[config.mk]
export PLATFORM = sky130hd
export DESIGN_NAME = skct_cell
export DESIGN_NICKNAME = d
export VERILOG_FILES = /design/src/hw/rtl/skct_pkg.sv /design/src/hw/rtl/skct_cell.sv
export SDC_FILE = /design/constraint.sdc
export NUM_CORES = 1
export LEC_CHECK = 0
export ABC_AREA = 1
export BUFFER_PORTS_ARGS = -buffer_cell sky130_fd_sc_hd__buf_2
export CORE_ASPECT_RATIO = 0.5
export CORE_UTILIZATION = 47
export DETAILED_ROUTE_END_ITERATION = 8
export PLACE_DENSITY_LB_ADDON = 0.12
export SLEW_MARGIN = 20
export SYNTH_ARGS = -nofsm -noshare
export SYNTH_HDL_FRONTEND = slang
export SYNTH_SLANG_ARGS = --single-unit
[constraint.sdc]
create_clock -name i_clk -period 3 [get_ports i_clk]
set_input_delay 0.15 -clock i_clk [delete_from_list [all_inputs] [get_ports i_clk]]
set_output_delay 0.15 -clock i_clk [all_outputs]
set_load 0.05 [all_outputs]
[src/hw/rtl/skct_pkg.sv]
// Shared types and constants for the sorted key count table.
// No dependencies; imported by every other file of the block.
`default_nettype none

package skct_pkg;

    localparam int TABLE_DEPTH = 128;
    localparam int KEY_BITS    = 16;
    localparam int COUNT_BITS  = 16;

    // fixed field widths of the stream words
    localparam int POS_BITS    = 7;
    localparam int USED_BITS   = 8;
    localparam int STATUS_BITS = 3;

    localparam int IDX_BITS    = $clog2(TABLE_DEPTH);
    localparam int FILL_BITS   = $clog2(TABLE_DEPTH + 1);

    // result select tree: first level groups, TABLE_DEPTH must be a multiple
    localparam int GROUP_SIZE  = 8;
    localparam int NUM_GROUPS  = TABLE_DEPTH / GROUP_SIZE;
    localparam int LEAF_BITS   = IDX_BITS + KEY_BITS + COUNT_BITS;

    localparam logic REQ_INSERT = 1'b0;
    localparam logic REQ_READ   = 1'b1;

    typedef enum logic [STATUS_BITS-1:0] {
        ST_NEW    = 3'd0,
        ST_INCR   = 3'd1,
        ST_DROP   = 3'd2,
        ST_RD_OK  = 3'd3,
        ST_RD_BAD = 3'd4
    } t_status;

    // request broadcast to every cell
    typedef struct packed {
        logic                  wr;     // insert accepted this cycle
        logic                  rd;     // request is a read
        logic [KEY_BITS-1:0]   key;
        logic [FILL_BITS-1:0]  idx;    // read index, zero extended
        logic [FILL_BITS-1:0]  fill;
        logic                  hit;    // some held key equals the request key
        logic                  full;
    } t_cell_op;

endpackage

`default_nettype wire

[src/hw/rtl/skct_cell.sv]
// One table slot: holds a key and its count, shifts up from its left neighbor.
// Depends on skct_pkg.
`default_nettype none

module skct_cell
    import skct_pkg::*;
(
    input  wire logic                  i_clk,
    input  wire t_cell_op              i_op,
    input  wire logic [FILL_BITS-1:0]  i_index,
    input  wire logic [KEY_BITS-1:0]   i_prev_key,
    input  wire logic [COUNT_BITS-1:0] i_prev_count,
    input  wire logic                  i_prev_ge,
    output logic [KEY_BITS-1:0]        o_key,
    output logic [COUNT_BITS-1:0]      o_count,
    output logic                       o_ge,
    output logic                       o_eq,
    output logic                       o_sel,
    output logic [KEY_BITS-1:0]        o_rpt_key,
    output logic [COUNT_BITS-1:0]      o_rpt_count
);

    logic [KEY_BITS-1:0]   r_key;
    logic [COUNT_BITS-1:0] r_count;
    logic                  held;
    logic                  ins_here;
    logic [COUNT_BITS-1:0] cnt_inc;

    assign held    = (i_index < i_op.fill);
    assign o_ge    = held && (i_op.key <= r_key);
    assign o_eq    = held && (i_op.key == r_key);
    // keys are sorted, so the first slot at or above the key has a left
    // neighbor below it; an empty table end takes the key at the fill slot
    assign ins_here = !i_prev_ge && (o_ge || (i_index == i_op.fill));
    assign cnt_inc  = (r_count == {COUNT_BITS{1'b1}}) ? r_count : r_count + 1'b1;

    always_comb begin
        if (i_op.rd) begin
            o_sel       = held && (i_index == i_op.idx);
            o_rpt_key   = r_key;
            o_rpt_count = r_count;
        end else if (i_op.hit) begin
            o_sel       = o_eq;
            o_rpt_key   = i_op.key;
            o_rpt_count = cnt_inc;
        end else begin
            o_sel       = !i_op.full && ins_here;
            o_rpt_key   = i_op.key;
            o_rpt_count = {{(COUNT_BITS-1){1'b0}}, 1'b1};
        end
    end

    always_ff @(posedge i_clk) begin
        if (i_op.wr) begin
            if (i_op.hit) begin
                if (o_eq) begin
                    r_count <= cnt_inc;
                end
            end else if (!i_op.full) begin
                if (i_prev_ge) begin
                    r_key   <= i_prev_key;
                    r_count <= i_prev_count;
                end else if (ins_here) begin
                    r_key   <= i_op.key;
                    r_count <= {{(COUNT_BITS-1){1'b0}}, 1'b1};
                end
            end
        end
    end

    assign o_key   = r_key;
    assign o_count = r_count;

endmodule

`default_nettype wire

==> Word level (Yosys, flattened, before mapping) <==
Index checks and enable logic that the tools add are counted.
{ "op_classes": {"addsub": 1, "reduce_logical": 12, "order_cmp": 2, "n_eq_ne": 6, "bitwise": 2, "mux": 13} }
{ "ops": {"columns": ["operator", "n"], "rows": [
  ["16-bit 2-to-1 mux", 11],
  ["16-bit by 1-bit adder with 16-bit output (second input constant)", 1],
  ["16-bit == test", 1],
  ["16-bit == test (second input constant)", 1],
  ["8-bit == test", 2],
  ["16-bit <= comparator", 1],
  ["8-bit < comparator", 1],
  ["4-bit AND reduction", 2],
  ["1-bit logical AND", 5],
  ["2-bit by 1-bit != test with 1-bit output (second input constant)", 2],
  ["3-bit nonzero test", 1],
  ["1-bit logical NOT", 2],
  ["1-bit 2-to-1 mux", 2],
  ["1-bit NOT", 2],
  ["2-bit nonzero test", 1],
  ["1-bit logical OR", 1]
]} }
{ "totals": {"reg_bits": 32, "input_bits": 78, "wordCells": 38} }

==> Depth between registers and ports, before layout <==
{ "depth": {"word_depth": 8, "mapped_depth": 16} }

==> Worst setup path after synthesis <==
OpenSTA, ideal clock, no wires.
{ "synth_timing": {"path_kind": "reg2reg", "startpoint": "register r_key[15], in the netlist o_key[15]", "endpoint": "register r_count[0], in the netlist o_count[0] (enable)", "setup_time_ns": 0.394, "arrival_ns": 2.857, "path_slack_ns": -0.252, "path_stages_with_launch": 11, "t_required_ns": 2.606, "cell_sequence": "edfxtp_1 inv_1 ha_1 nand2_1 nor2_1 nand4_1 nor2_1 nand3_1 inv_1 nand2_1 a21oi_1"} }
{ "synth_between": {"elab_cells_between_ends": 9, "cone_classes": "order compare (1); eq/ne (2); reduce/logical (6)"} }
{ "synth_rtl": {"columns": ["item", "line", "source"], "rows": [
  ["start: declaration", "skct_cell.sv:23", "logic [KEY_BITS-1:0] r_key;"],
  ["start signal: assignment", "skct_cell.sv:61", "r_key <= i_prev_key;"],
  ["start signal: assignment", "skct_cell.sv:64", "r_key <= i_op.key;"],
  ["16-bit == test", "skct_cell.sv:31", "assign o_eq = held && (i_op.key == r_key);"],
  ["1-bit logical AND", "skct_cell.sv:31", null],
  ["named net o_eq", "skct_cell.sv:17", "output logic o_eq,"],
  ["2-bit by 1-bit != test with 1-bit output (no source line)", null, null],
  ["4-bit AND reduction (no source line)", null, null],
  ["end signal: assignment", "skct_cell.sv:57", "r_count <= cnt_inc;"],
  ["end signal: assignment", "skct_cell.sv:62", "r_count <= i_prev_count;"],
  ["end signal: assignment", "skct_cell.sv:65", "r_count <= {{(COUNT_BITS-1){1'b0}}, 1'b1};"],
  ["end: declaration", "skct_cell.sv:24", "logic [COUNT_BITS-1:0] r_count;"]
]} }
The timed path passes the listed nets, and every way through them passes these cells.
A chain may end at the register's enable or synchronous reset.

==> Worst setup path after layout <==
{ "layout_timing": {"startpoint": "register r_count[0], in the netlist o_count[0]", "endpoint": "output port o_rpt_count[8]"} }
{ "layout_between": {"elab_chain_cells": 4, "elab_cells_between_ends": 5, "cone_classes": "add/sub (1); eq/ne (1); mux (3)"} }
{ "layout_lines": {"columns": ["item", "line", "source"], "rows": [
  ["16-bit by 1-bit adder with 16-bit output / 16-bit == test (equally long branches)", "skct_cell.sv:35", "assign cnt_inc = (r_count == {COUNT_BITS{1'b1}}) ? r_count : r_count + 1'b1;"],
  ["16-bit 2-to-1 mux *", "skct_cell.sv:35", null],
  ["16-bit 2-to-1 mux *", "skct_cell.sv:42", "end else if (i_op.hit) begin"],
  ["16-bit 2-to-1 mux *", "skct_cell.sv:38", "if (i_op.rd) begin"],
  ["end: declaration", "skct_cell.sv:20", "output logic [COUNT_BITS-1:0] o_rpt_count"]
]} }
Mark *: on every way between the ends. The rest lies on a longest branch, timed or not.

==> impl_metrics.toml <==
[die]
die_x_microns = 115
dieArea_sq_um = 6750
core_sq_um = 6130
dieHeight_microns = 58.6
start_util_pct = 49.1
io_pins = 145
fp-row-count = 20

[setup_path]
cp-end-kind = "output pin"
critPathBufInv = 3
worst-r2r-setup-slack_ns = 0.61
crit_required_ns = 2.85
path_max_fanout = 10
rr_worst_depth = 10
worstPathArrival_ns = 2.33
cp_top_family = "flip-flops"
max_stage_delay_ns = 0.52
reg2reg_to = "o_key[10]$_DFFE_PP_"
r2r-start = "o_key[15]$_DFFE_PP_"
slowest_stage = "edfxtp_1"
crit_chain = "ha_1 > nand3_1 > inv_2 > nand2_4 > clkinv_4 > nand4_4 > a31oi_1 > o21ai_1 > o21ai_2 > buf_2"
worstSetupPathType = "flip-flop to output pin"
crit_path_start_kind = "flip-flop"

[routing]
vias = 3173
drc = 0
firstDrtPassIters = 4
postRouteWirelength_microns = 7480
wl_per_cell_microns = 11.5
routed_via_density = 4.87
antenna_left = 0
drtIter0Drc = 149

[layout]
mostFrequentLayoutCells = "143 x buf_2, 134 x nand2_1, 66 x inv_1, 37 x o21ai_0, 32 x edfxtp_1"
fin_nets = 666
regArea_sq_um = 961
design_area_sq_um = 3920
final_core_util_pct = 64.0
drive_gt1_share_pct = 30.2
n_fill_cell = 610
syn_to_final_growth_pct = 30.3
diodes = 0
multiInputGateArea_sq_um = 1720
final_common_cell = "buf_2"

[sta]
finalSetupViolations = 0
holdWs_ns = 0.137
slew_headroom_pct = 57.3
fin_setup_tns_ns = 0
rsz0062_at_grt = "false"
tightest_slew_ns = 0.639
finClkSkew_ns = 0.00711
drv_slew = 0
timing.final.crit_period_ns = 2.48
post-route-period-util_pct = 82.5
timing.fmax_mhz = 404
worst_slack_ns = 0.525
hold_viol = 0

[power]
power_density_nw_per_um2 = 374
p_leak_nw = 2.15
irDropWorstVdd_v = 0.000240

[global_route]
grt_max_degree = 67
grt_use_total_pct = 23.5
grt_pass1_vias = 2773
grt_overflow = 0
grt_pass1_wl_microns = 12200
antenna_found_initial = 0

[outcome]
status = "finished clean"

[job]
cap_violations = 0

[logic_synthesis]
synth_seq_area_share_pct = 31.9
synth_area_leader_cell = "edfxtp_1"
synth_warnings = 0
synth_top_cells_by_area = "edfxtp_1 32%, nand2_1 17%, ha_1 10%"
avgSynthCellArea_sq_um = 7.09
synth_cells = 425
syn-num-nets = 528
ys_ff_latch = 32
synth_top_area_share_pct = 31.9
synthesis.area_sq_um = 3010
ys_types = 39

[clocking]
root_buffer = "clkbuf_16"
clk_pin_slew_ns = 0.06
post_cts_resized = 0
ctsHoldBuffers = 0
cts_buffers = 5
cts_buffer_depth = 2
cts_tree = "yes"
post-cts-setup-buffers = 0
cts.sinks = 32
clock_latency_ns = 0.28
cts.htree.levels = 2

[placed_design]
gp_routability_congestion = 0.806
numPortBuffers = 144
place.detailed.hpwl_microns = 5810
pre_cts_slack_ns = 0.595
dpl_cell_area_sq_um = 3790

[min_path]
min-delay-start = "i_prev_count[2]"
hp-class = "input port to flip-flop"
worstHoldPathCells = 3
holdPathEnd = "o_count[2]$_DFFE_PP_"
synth_stat cells:
cell      number
nand2_1      134
inv_1         66
o21ai_0       37
edfxtp_1      32
ha_1          25
nor2_1        23
nand3_1       15
o21ai_1       14
nand4_1       13
clkbuf_1       9
a21oi_1        8
xnor2_1        6
xor2_1         4
a21o_1         3
nor2_4         3
nor3_1         3
o211ai_1       3
buf_1          2
inv_2          2
nand2_2        2
nand2_4        2
o21ai_2        2
a31oi_1        1
a41o_1         1
buf_2          1
buf_4          1
clkbuf_2       1
clkbuf_8       1
clkinv_4       1
nand3_2        1
nand3b_1       1
nand4_2        1
nand4_4        1
nor2_2         1
nor3_4         1
nor3b_1        1
nor3b_2        1
o21bai_1       1
o221ai_1       1
power breakdown:
group	total [W]	internal [W]	switching, W
registers	0.000534	0.000515	0.0000182
clock network	0.000480	0.000297	0.000184
logic	0.000453	0.000136	0.000317
metrics by stage:
step	cells	total power, W
6_report	651	0.00147
5_1_grt	651	0.00155
4_1_cts	651	0.00147
3_5_place_dp	644	0.000997
3_3_place_gp	644	0.000993
2_1_floorplan	425	0.000865
how the worst max path moves through the flow:
stage | start | end | slack [ns] | cells after the start
2_1_floorplan | o_key[15]$_DFFE_PP_ | o_count[0]$_DFFE_PP_ | 0.07 | 10
3_3_place_gp | o_key[15]$_DFFE_PP_ | o_key[14]$_DFFE_PP_ | 0.70 | 10
5_1_grt | o_count[0]$_DFFE_PP_ | o_rpt_count[7] | 0.34 | 10
3_5_place_dp | o_key[15]$_DFFE_PP_ | o_key[14]$_DFFE_PP_ | 0.59 | 10
4_1_cts | o_count[0]$_DFFE_PP_ | o_rpt_count[8] | 0.49 | 10
6_report | o_count[0]$_DFFE_PP_ | o_rpt_count[8] | 0.52 | 10
kinds of logic (layout without fill, tap and decap cells):
| family | Yosys count | in the layout | share of synthesized area [%] |
|---|---|---|---|
| AOI/OAI and AO/OA | 71 | 71 | 13.0 |
| xor gates and xnor gates | 10 | 10 | 2.91 |
| adders and majority gates | 25 | 25 | 10.4 |
| buffers and inverters | 84 | 222 | 11.2 |
| DFF | 32 | 32 | 31.9 |
| and+or+nand+nor | 203 | 203 | 30.7 |
routing by layer:
layer | vias up | part of all wire (%) | track usage [%]
met5 | - | 0 | 0
li1 | 1663 | - | -
met2 | 97 | 45 | 39.8
met4 | 0 | 0.95 | 5.75
met1 | 1403 | 46 | 29.9
met3 | 10 | 7.4 | 6.90
tightest hold or removal path, stage by stage:
cell     delay (ns)
buf_2          0.07
nand2_1        0.04
nand2_1        0.05
final cells by class:
class	count	share of cell area [%]
clock buffers	5	3.19
clock inverters	2	0.191
inverters	69	6.73
multi-input cells	309	43.8
flip-flops and latches	32	24.5
well taps	88	2.81
repair buffers	146	18.8
flip-flops by register name (all words and copies together) (netlist names):
signal   flops
o_key       16
o_count     16
Note: power is estimated with default switching activity, not from simulation.
